File: src/rtl/ccts_pkg.sv
package ccts_pkg;

    localparam int TOTAL_W     = 24;
    localparam int TIMEOUT_W   = 24;
    localparam int HOLD_W      = 8;
    localparam int SAMPLE_W    = 8;
    localparam int PHASE_W     = 3;
    localparam int CFG_INDEX_W = 4;
    localparam int CFG_DATA_W  = 24;

    // sequencer phase codes
    localparam logic [PHASE_W-1:0] PH_IDLE      = 3'd0;
    localparam logic [PHASE_W-1:0] PH_HOLD      = 3'd1;
    localparam logic [PHASE_W-1:0] PH_CHARGE    = 3'd2;
    localparam logic [PHASE_W-1:0] PH_PULSE     = 3'd3;
    localparam logic [PHASE_W-1:0] PH_DISCHARGE = 3'd4;

    // configuration register indexes
    localparam logic [CFG_INDEX_W-1:0] CFG_TIMEOUT = 4'd0;
    localparam logic [CFG_INDEX_W-1:0] CFG_HOLD    = 4'd1;

    localparam logic [TIMEOUT_W-1:0] TIMEOUT_RESET = 24'd3100000;
    localparam logic [HOLD_W-1:0]    HOLD_RESET    = 8'd10;

    typedef struct packed {
        logic                start_req;
        logic [SAMPLE_W-1:0] sample_count;
        logic                receive_level;
    } item_t;

    typedef struct packed {
        logic               send_level;
        logic               receive_drive_enable;
        logic               receive_drive_level;
        logic               done_res;
        logic               timed_out;
        logic [TOTAL_W-1:0] total_ticks;
    } result_t;

endpackage

File: src/rtl/ccts_input_stage.sv
module ccts_input_stage
    import ccts_pkg::*;
(
    input  logic  clk,
    input  logic  rst_n,
    input  logic  in_valid,
    output logic  in_ready,
    input  item_t in_item,
    input  logic  advance,
    output logic  item_valid,
    output item_t item
);

    logic  valid_reg;
    logic  valid_next;
    item_t item_reg;

    assign in_ready   = !valid_reg || advance;
    assign item_valid = valid_reg;
    assign item       = item_reg;

    always_comb
    begin
        valid_next = valid_reg;
        if (in_valid && in_ready)
        begin
            valid_next = 1'b1;
        end
        else if (advance)
        begin
            valid_next = 1'b0;
        end
    end

    always_ff @(posedge clk or negedge rst_n)
    begin
        if (!rst_n)
        begin
            valid_reg <= 1'b0;
        end
        else
        begin
            valid_reg <= valid_next;
        end
    end

    always_ff @(posedge clk)
    begin
        if (in_valid && in_ready)
        begin
            item_reg <= in_item;
        end
    end

endmodule

File: src/rtl/ccts_sequencer.sv
module ccts_sequencer
    import ccts_pkg::*;
#(
    parameter int COUNT_WIDTH = 24
)
(
    input  logic                 clk,
    input  logic                 rst_n,
    input  logic                 step,
    input  item_t                item,
    input  logic [TIMEOUT_W-1:0] timeout_ticks,
    input  logic [HOLD_W-1:0]    discharge_hold_ticks,
    output result_t              result
);

    localparam int CMP_W = (COUNT_WIDTH > TOTAL_W) ? COUNT_WIDTH : TOTAL_W;

    logic [PHASE_W-1:0]     phase_reg;
    logic [PHASE_W-1:0]     phase_next;
    logic [COUNT_WIDTH-1:0] tick_total_reg;
    logic [COUNT_WIDTH-1:0] tick_total_next;
    logic [SAMPLE_W-1:0]    samples_done_reg;
    logic [SAMPLE_W-1:0]    samples_done_next;
    logic [SAMPLE_W-1:0]    samples_wanted_reg;
    logic [SAMPLE_W-1:0]    samples_wanted_next;
    logic [HOLD_W-1:0]      hold_counter_reg;
    logic [HOLD_W-1:0]      hold_counter_next;

    logic [CMP_W-1:0]       total_ext;
    logic [CMP_W-1:0]       total_next_ext;
    logic [CMP_W-1:0]       timeout_ext;
    logic [HOLD_W-1:0]      hold_load;
    logic [SAMPLE_W-1:0]    samples_inc;
    logic                   below_timeout;
    logic                   may_count;
    logic                   done;
    logic                   tmo;

    assign total_ext     = CMP_W'(tick_total_reg);
    assign timeout_ext   = CMP_W'(timeout_ticks);
    assign below_timeout = total_ext < timeout_ext;
    assign may_count     = below_timeout && (tick_total_reg != {COUNT_WIDTH{1'b1}});
    assign hold_load     = (discharge_hold_ticks == '0) ? HOLD_W'(1) : discharge_hold_ticks;
    assign samples_inc   = samples_done_reg + SAMPLE_W'(1);

    always_comb
    begin
        phase_next          = phase_reg;
        tick_total_next     = tick_total_reg;
        samples_done_next   = samples_done_reg;
        samples_wanted_next = samples_wanted_reg;
        hold_counter_next   = hold_counter_reg;
        done                = 1'b0;
        tmo                 = 1'b0;
        case (phase_reg)
            PH_IDLE:
            begin
                if (item.start_req)
                begin
                    tick_total_next     = '0;
                    samples_done_next   = '0;
                    samples_wanted_next = item.sample_count;
                    if (item.sample_count == '0)
                    begin
                        done = 1'b1;
                    end
                    else
                    begin
                        phase_next        = PH_HOLD;
                        hold_counter_next = hold_load;
                    end
                end
            end
            PH_HOLD:
            begin
                hold_counter_next = hold_counter_reg - HOLD_W'(1);
                if (hold_counter_next == '0)
                begin
                    phase_next = PH_CHARGE;
                end
            end
            PH_CHARGE:
            begin
                if (!item.receive_level && may_count)
                begin
                    tick_total_next = tick_total_reg + COUNT_WIDTH'(1);
                end
                else if (total_ext > timeout_ext)
                begin
                    done       = 1'b1;
                    tmo        = 1'b1;
                    phase_next = PH_IDLE;
                end
                else
                begin
                    phase_next = PH_PULSE;
                end
            end
            PH_PULSE:
            begin
                phase_next = PH_DISCHARGE;
            end
            PH_DISCHARGE:
            begin
                if (item.receive_level && may_count)
                begin
                    tick_total_next = tick_total_reg + COUNT_WIDTH'(1);
                end
                else if (!below_timeout)
                begin
                    done       = 1'b1;
                    tmo        = 1'b1;
                    phase_next = PH_IDLE;
                end
                else
                begin
                    samples_done_next = samples_inc;
                    if (samples_inc == samples_wanted_reg)
                    begin
                        done       = 1'b1;
                        phase_next = PH_IDLE;
                    end
                    else
                    begin
                        phase_next        = PH_HOLD;
                        hold_counter_next = hold_load;
                    end
                end
            end
            default:
            begin
                phase_next = PH_IDLE;
            end
        endcase
    end

    assign total_next_ext = CMP_W'(tick_total_next);

    // pin drives follow the phase entered on this tick
    always_comb
    begin
        result.send_level           = 1'b0;
        result.receive_drive_enable = 1'b0;
        result.receive_drive_level  = 1'b0;
        case (phase_next)
            PH_HOLD:
            begin
                result.receive_drive_enable = 1'b1;
            end
            PH_CHARGE:
            begin
                result.send_level = 1'b1;
            end
            PH_PULSE:
            begin
                result.send_level           = 1'b1;
                result.receive_drive_enable = 1'b1;
                result.receive_drive_level  = 1'b1;
            end
            default:
            begin
            end
        endcase
        result.done_res    = done;
        result.timed_out   = tmo;
        result.total_ticks = total_next_ext[TOTAL_W-1:0];
    end

    always_ff @(posedge clk or negedge rst_n)
    begin
        if (!rst_n)
        begin
            phase_reg          <= PH_IDLE;
            tick_total_reg     <= '0;
            samples_done_reg   <= '0;
            samples_wanted_reg <= '0;
            hold_counter_reg   <= '0;
        end
        else if (step)
        begin
            phase_reg          <= phase_next;
            tick_total_reg     <= tick_total_next;
            samples_done_reg   <= samples_done_next;
            samples_wanted_reg <= samples_wanted_next;
            hold_counter_reg   <= hold_counter_next;
        end
    end

endmodule

File: src/rtl/ccts_output_stage.sv
module ccts_output_stage
    import ccts_pkg::*;
(
    input  logic    clk,
    input  logic    rst_n,
    input  logic    item_valid,
    input  result_t result_in,
    output logic    advance,
    output logic    out_valid,
    input  logic    out_ready,
    output result_t result
);

    logic    valid_reg;
    logic    valid_next;
    result_t result_reg;

    // take a new result when the slot is empty or being drained
    assign advance   = item_valid && (!valid_reg || out_ready);
    assign out_valid = valid_reg;
    assign result    = result_reg;

    always_comb
    begin
        valid_next = valid_reg;
        if (advance)
        begin
            valid_next = 1'b1;
        end
        else if (out_ready)
        begin
            valid_next = 1'b0;
        end
    end

    always_ff @(posedge clk or negedge rst_n)
    begin
        if (!rst_n)
        begin
            valid_reg <= 1'b0;
        end
        else
        begin
            valid_reg <= valid_next;
        end
    end

    always_ff @(posedge clk)
    begin
        if (advance)
        begin
            result_reg <= result_in;
        end
    end

endmodule

File: src/rtl/capacitive_charge_time_sensor_core.sv
// Capacitive touch sensor sequencer using the RC charge/discharge timing method.
// Input channel (in_valid/in_ready): one transaction per tick carrying start_req,
// sample_count and the sampled receive pin level. Output channel
// (out_valid/out_ready): exactly one result transaction per input transaction,
// carrying the pin drive levels for the next tick, done_res, timed_out and the
// running tick total.
// Config channel (cfg_valid/cfg_ready, always ready): index 0 sets timeout_ticks,
// index 1 sets discharge_hold_ticks from cfg_data[7:0]; other indexes are dropped.
// Write registers only while no measurement is running.
// Path: an accepted input goes into the input register, then through the sequencer
// logic into the result register.
// Throughput: one transaction per cycle while out_ready is high; the sequencer state advances once per
// result loaded into the output register.
// Reset: sequencer goes idle, totals clear, registers take their default values
// (timeout 3100000 ticks, hold 10 ticks); both stages empty.
// Output stall: the result register holds; the input register takes a transaction
// only if it is empty, then in_ready drops until out_ready returns.
module capacitive_charge_time_sensor_core
    import ccts_pkg::*;
#(
    parameter int COUNT_WIDTH = 24
)
(
    input  logic                   clk,
    input  logic                   rst_n,
    input  logic                   in_valid,
    output logic                   in_ready,
    input  logic                   start_req,
    input  logic [SAMPLE_W-1:0]    sample_count,
    input  logic                   receive_level,
    output logic                   out_valid,
    input  logic                   out_ready,
    output logic                   send_level,
    output logic                   receive_drive_enable,
    output logic                   receive_drive_level,
    output logic                   done_res,
    output logic                   timed_out,
    output logic [TOTAL_W-1:0]     total_ticks,
    input  logic                   cfg_valid,
    output logic                   cfg_ready,
    input  logic [CFG_INDEX_W-1:0] cfg_index,
    input  logic [CFG_DATA_W-1:0]  cfg_data
);

    logic [TIMEOUT_W-1:0] timeout_reg;
    logic [HOLD_W-1:0]    hold_reg;

    item_t   in_item;
    item_t   item;
    logic    item_valid;
    logic    advance;
    result_t step_result;
    result_t result;

    assign cfg_ready = 1'b1;

    always_ff @(posedge clk or negedge rst_n)
    begin
        if (!rst_n)
        begin
            timeout_reg <= TIMEOUT_RESET;
            hold_reg    <= HOLD_RESET;
        end
        else if (cfg_valid && cfg_ready)
        begin
            case (cfg_index)
                CFG_TIMEOUT: timeout_reg <= cfg_data[TIMEOUT_W-1:0];
                CFG_HOLD:    hold_reg    <= cfg_data[HOLD_W-1:0];
                default:
                begin
                end
            endcase
        end
    end

    assign in_item.start_req     = start_req;
    assign in_item.sample_count  = sample_count;
    assign in_item.receive_level = receive_level;

    ccts_input_stage u_input_stage (
        .clk        (clk),
        .rst_n      (rst_n),
        .in_valid   (in_valid),
        .in_ready   (in_ready),
        .in_item    (in_item),
        .advance    (advance),
        .item_valid (item_valid),
        .item       (item)
    );

    ccts_sequencer #(
        .COUNT_WIDTH (COUNT_WIDTH)
    ) u_sequencer (
        .clk                  (clk),
        .rst_n                (rst_n),
        .step                 (advance),
        .item                 (item),
        .timeout_ticks        (timeout_reg),
        .discharge_hold_ticks (hold_reg),
        .result               (step_result)
    );

    ccts_output_stage u_output_stage (
        .clk        (clk),
        .rst_n      (rst_n),
        .item_valid (item_valid),
        .result_in  (step_result),
        .advance    (advance),
        .out_valid  (out_valid),
        .out_ready  (out_ready),
        .result     (result)
    );

    assign send_level           = result.send_level;
    assign receive_drive_enable = result.receive_drive_enable;
    assign receive_drive_level  = result.receive_drive_level;
    assign done_res             = result.done_res;
    assign timed_out            = result.timed_out;
    assign total_ticks          = result.total_ticks;

endmodule
File: config.mk
export PLATFORM = sky130hd
export DESIGN_NAME = capacitive_charge_time_sensor_core
export DESIGN_NICKNAME = d
export VERILOG_FILES = /design/src/rtl/ccts_pkg.sv /design/src/rtl/ccts_input_stage.sv /design/src/rtl/ccts_sequencer.sv /design/src/rtl/ccts_output_stage.sv /design/src/rtl/capacitive_charge_time_sensor_core.sv
export SDC_FILE = /design/constraint.sdc
export NUM_CORES = 1
export LEC_CHECK = 0
export ABC_AREA = 0
export BUFFER_PORTS_ARGS = -buffer_cell sky130_fd_sc_hd__buf_4
export CORE_MARGIN = 10
export CORE_UTILIZATION = 35
export CTS_BUF_LIST = sky130_fd_sc_hd__clkbuf_16
export CTS_CLUSTER_SIZE = 40
export DETAILED_ROUTE_END_ITERATION = 10
export PLACE_DENSITY = 0.58
export SKIP_LAST_GASP = 1
export SLEW_MARGIN = 40
export SYNTH_ARGS = -nofsm -noshare
export SYNTH_HDL_FRONTEND = slang
export SYNTH_SLANG_ARGS = --single-unit
File: constraint.sdc
create_clock -name clk -period 5.9 [get_ports clk]
set_input_delay 0.295 -clock clk [delete_from_list [all_inputs] [get_ports clk]]
set_output_delay 0.295 -clock clk [all_outputs]
set_load 0.005 [all_outputs]
==> tab_implementation.tex <==
\begin{tabular}{lr}
\hline
Metric & Value \\
\hline
\multicolumn{2}{l}{\textbf{Min path}} \\
\quad Worst min path class & in2reg \\
\quad Worst hold path stage count & 1 \\
\quad Hold Path Origin & sample\_count[4] \\
\quad Hold Crit Endpoint & u\_input\_stage.item[5] \\
\multicolumn{2}{l}{\textbf{Route}} \\
\quad Via density & 5.472 \\
\quad Routed vias & 5390 \\
\quad Number of design rule violations left after detail routing & 0 \\
\quad Wire length after detailed routing & 17610 um \\
\quad Remaining antenna violation count after routing & 0 \\
\quad Mean routed wirelength per cell & 17.87 um \\
\quad Drt first-iter violations & 398 \\
\quad First drt pass iteration count & 5 \\
\multicolumn{2}{l}{\textbf{Placement}} \\
\quad Buffers added on ports & 73 \\
\quad Post-detailed-placement half-perimeter wirelength & 12740 um \\
\quad Last weighted congestion value of the routability-driven placer & 0.8757 \\
\quad Post-placement cell area & 7451 sq um \\
\multicolumn{2}{l}{\textbf{Setup path}} \\
\quad Kind of capture point of the worst setup path & flop \\
\quad Reg2reg setup slack & 2.01 ns \\
\quad Critical path's slowest cell & sky130\_fd\_sc\_hd\_\_or2\_1 \\
\quad Reg-to-reg startpoint & timeout\_reg[5] \\
\quad CP Buf/Inv Count & 1 \\
\quad Worst r2r dst & u\_output\_stage.result[21] \\
\quad Worst setup path category & reg2reg \\
\quad Crit-path max cell delay & 0.58 ns \\
\quad Data required time at the worst endpoint & 6.07 ns \\
\quad Crit Path Max Fanout & 21 \\
\quad Depth of the worst register-to-register path & 9 \\
\quad Largest delay contributor family on the critical path & compound AO/OA/AOI/OAI gates \\
\quad Data arrival time of the critical path & 4.06 ns \\
\quad Worst path cell trace & inv\_1, ha\_1, a211oi\_2, nor2\_1, o311ai\_2, nand4\_1, o31a\_1, or2\_1, a221o\_1 \\
\quad Nature of the critical path startpoint & flop \\
\multicolumn{2}{l}{\textbf{Logic synthesis}} \\
\quad Top cell type by total area after synthesis & sky130\_fd\_sc\_hd\_\_dfrtp\_1 \\
\quad Proportion of synthesized chip area in sequential cells & 0.4978 \\
\quad Biggest area contributors in the synthesized netlist & sky130\_fd\_sc\_hd\_\_dfrtp\_1 (27\%), sky130\_fd\_sc\_hd\_\_edfxtp\_1 (18\%), sky130\_fd\_sc\_hd\_\_ha\_1 (5.3\%) \\
\quad Most common flop cell mapped by yosys & sky130\_fd\_sc\_hd\_\_dfrtp\_1 \\
\quad Synth top area share & 0.2706 \\
\quad Cell area after synthesis & 6658 sq um \\
\quad Average cell area after synthesis & 9.981 sq um \\
\quad Number of enable flip-flop cells after synthesis & 39 \\
\quad Synthesized netlist net count & 738 \\
\quad Async SR Flop Fraction & 0.6855 \\
\quad FF+latch count, synth & 124 \\
\quad Yosys warnings & 0 \\
\quad Distinct cell type count of the synthesized netlist & 58 \\
\quad Synthesized instance count & 667 \\
\multicolumn{2}{l}{\textbf{Clock network}} \\
\quad Total clock sinks & 124 \\
\quad CTS Buf Count & 17 \\
\quad TritonCTS clock tree & yes \\
\quad H-tree depth reported by CTS & 4 \\
\quad Library cell used as clock root buffer & sky130\_fd\_sc\_hd\_\_clkbuf\_16 \\
\quad Clk Latency, worst-skew pair & 0.42 ns \\
\quad Post-CTS resize count & 0 \\
\quad Maximum buffer depth of the clock tree & 2 \\
\quad Worst-path clk slew & 0.06 ns \\
\multicolumn{2}{l}{\textbf{Finish}} \\
\quad Share of final-layout standard cells stronger than drive strength 1 & 0.2130 \\
\quad Area added between synthesis and finish & 20.99\% \\
\quad Cell area after layout & 8055 sq um \\
\quad Layout filler cell count & 1802 \\
\quad Number of antenna repair diodes & 0 \\
\quad Final layout net count & 809 \\
\quad Max reg flops & 29 \\
\quad Final cell utilization of the core & 0.4306 \\
\quad Most frequent cells in the layout & sky130\_fd\_sc\_hd\_\_buf\_4 (77), sky130\_fd\_sc\_hd\_\_dfrtp\_1 (72), sky130\_fd\_sc\_hd\_\_nand2\_1 (67) \\
\quad Most common cell after layout, fill and taps aside & sky130\_fd\_sc\_hd\_\_buf\_4 \\
\multicolumn{2}{l}{\textbf{Power and ir drop}} \\
\quad Switching portion of total power & 0.3175 \\
\quad Total power draw & 2.843 mW \\
\quad Design internal power & 1.940 mW \\
\quad Share of total power in the clock network & 0.364 \\
\quad Static leakage & 3.553 nW \\
\quad Switching power & 902.6 uW \\
\quad Fraction of power consumed by sequential logic & 0.412 \\
\quad Max rail drop VDD & 0.2111 mV \\
\quad Part of the total power dissipated in combinational logic & 0.224 \\
\quad Cell area power density & 352.9 nW/um\^{}2 \\
\multicolumn{2}{l}{\textbf{GRT}} \\
\quad Via count of the first global-routing pass & 5606 \\
\quad Global router's overall resource usage & 0.1448 \\
\quad Largest net degree at the start of global routing & 52 \\
\quad Antenna violations before repair & 0 \\
\quad Aggregate global routing overflow & 0 \\
\quad Global-route wire length before repair & 28610 um \\
\multicolumn{2}{l}{\textbf{Timing}} \\
\quad Final setup TNS & 0 ns \\
\quad Max-slew violation total from the final report & 0 \\
\quad Worst setup skew after layout & 0.008262 ns \\
\quad Fmax & 256.8 MHz \\
\quad Actual slew at the worst max-slew pin & 0.8761 ns \\
\quad Fraction of the cycle the final worst path needs & 0.6601 \\
\quad Max transition margin & 0.4159 \\
\quad Post-route minimum period & 3.895 ns \\
\quad Setup repair after global routing missed its margin & no \\
\quad Final hold violation count & 0 \\
\quad Final setup fails & 0 \\
\multicolumn{2}{l}{\textbf{Floorplanning}} \\
\quad Rows & 50 \\
\quad IO Pins & 75 \\
\quad Horizontal die dimension & 157.9 um \\
\quad Initial standard-cell utilization of the core & 0.3559 \\
\quad Total core area & 18710 sq um \\
\quad Full die area & 24940 sq um \\
\quad Overall die height & 157.9 um \\
\multicolumn{2}{l}{\textbf{Status}} \\
\quad Run status & finished clean \\
\multicolumn{2}{l}{\textbf{Run}} \\
\quad Number of violations of the max-capacitance limit & 0 \\
\hline
\end{tabular}
-- area by class of cell --
class                      count  area, sq um  area share
clock buffer                  17        425.4     0.05281
clock inverter                15        163.9     0.02035
inverter                      41        153.9     0.01911
multi-input combinational    474         3094      0.3841
sequential                   124         3314      0.4115
tap                          234        292.8     0.03635
timing repair buffer          80        610.6     0.07580
-- through the flow --
step                hold WS [ns]  std cells  setup slack (ns)
floorplan             -0.0005911        667             2.957
global placement          0.2728        950             2.143
detailed placement        0.2800        952             2.023
CTS                      0.03283        985             2.008
global route             0.02649        985             1.766
finish                   0.04751        985             2.005
-- routing by layer --
metal  up-vias  GRT usage  wire length, um
met5         -          0                0
met4         0    0.04720              175
met3        16    0.04071              929
met2       152     0.2463             8888
met1      2599     0.1723             7612
li1       2623          -                -
-- cell usage after synthesis (5+ instances only) --
master / instances
sky130_fd_sc_hd__inv_1: 40
sky130_fd_sc_hd__nand2_1: 67
sky130_fd_sc_hd__nor3_1: 26
sky130_fd_sc_hd__nor4_1: 10
sky130_fd_sc_hd__o21ai_1: 8
sky130_fd_sc_hd__mux2_2: 22
sky130_fd_sc_hd__o31ai_1: 6
sky130_fd_sc_hd__a221o_1: 32
sky130_fd_sc_hd__edfxtp_1: 39
sky130_fd_sc_hd__nand4_1: 17
sky130_fd_sc_hd__nand2b_1: 7
sky130_fd_sc_hd__or3_1: 8
sky130_fd_sc_hd__and3_1: 19
sky130_fd_sc_hd__clkbuf_1: 19
sky130_fd_sc_hd__o21ai_0: 46
sky130_fd_sc_hd__and2_1: 6
sky130_fd_sc_hd__nor2_1: 47
sky130_fd_sc_hd__a21oi_1: 26
sky130_fd_sc_hd__buf_2: 5
sky130_fd_sc_hd__a31oi_1: 8
sky130_fd_sc_hd__or2_2: 5
sky130_fd_sc_hd__nand3_1: 23
sky130_fd_sc_hd__ha_1: 28
sky130_fd_sc_hd__xor2_1: 6
sky130_fd_sc_hd__a21o_1: 5
sky130_fd_sc_hd__dfstp_2: 13
sky130_fd_sc_hd__dfrtp_1: 72
-- worst register-to-register path, cell delays in order (launching register included) --
cell	delay (ns)
sky130_fd_sc_hd__dfstp_2	0.51
sky130_fd_sc_hd__inv_1	0.04
sky130_fd_sc_hd__ha_1	0.32
sky130_fd_sc_hd__a211oi_2	0.23
sky130_fd_sc_hd__nor2_1	0.09
sky130_fd_sc_hd__o311ai_2	0.31
sky130_fd_sc_hd__nand4_1	0.50
sky130_fd_sc_hd__o31a_1	0.56
sky130_fd_sc_hd__or2_1	0.58
sky130_fd_sc_hd__a221o_1	0.48
-- power groups by stage --
stage,registers [mW],logic [mW],clock network (mW)
4_1_cts,1.17,0.641,1.06
2_1_floorplan,1.14,0.474,0
6_report,1.17,0.638,1.03
3_3_place_gp,1.18,0.611,0
5_1_grt,1.19,0.722,1.10
3_5_place_dp,1.18,0.636,0
-- repair_timing --
| action | CTS | global route |
|---|---|---|
| setup buffers | 0 | 0 |
| hold buffers | 1 | 0 |
| hold endpoints to repair | 27 | 0 |
-- cells by family after synthesis --
group / share of synthesized area
flip-flops: 0.4978
AND/OR/NAND/NOR: 0.1855
XOR/XNOR: 0.01315
AO/OA/AOI/OAI: 0.1686
adder cells (fa/ha/maj): 0.05262
buffers and inverters: 0.04153
other: 0.0005633
multiplexers: 0.04022
-- worst max-delay path by stage --
stage	from	end	cells past startpoint
floorplan	timeout_reg[5]	u_output_stage.result[3]	10
global placement	timeout_reg[5]	u_output_stage.result[21]	9
detailed placement	timeout_reg[5]	u_output_stage.result[18]	9
CTS	timeout_reg[5]	u_output_stage.result[18]	9
global route	timeout_reg[6]	u_output_stage.result[18]	9
finish	timeout_reg[5]	u_output_stage.result[21]	9
(Power assumes the default switching activity.)
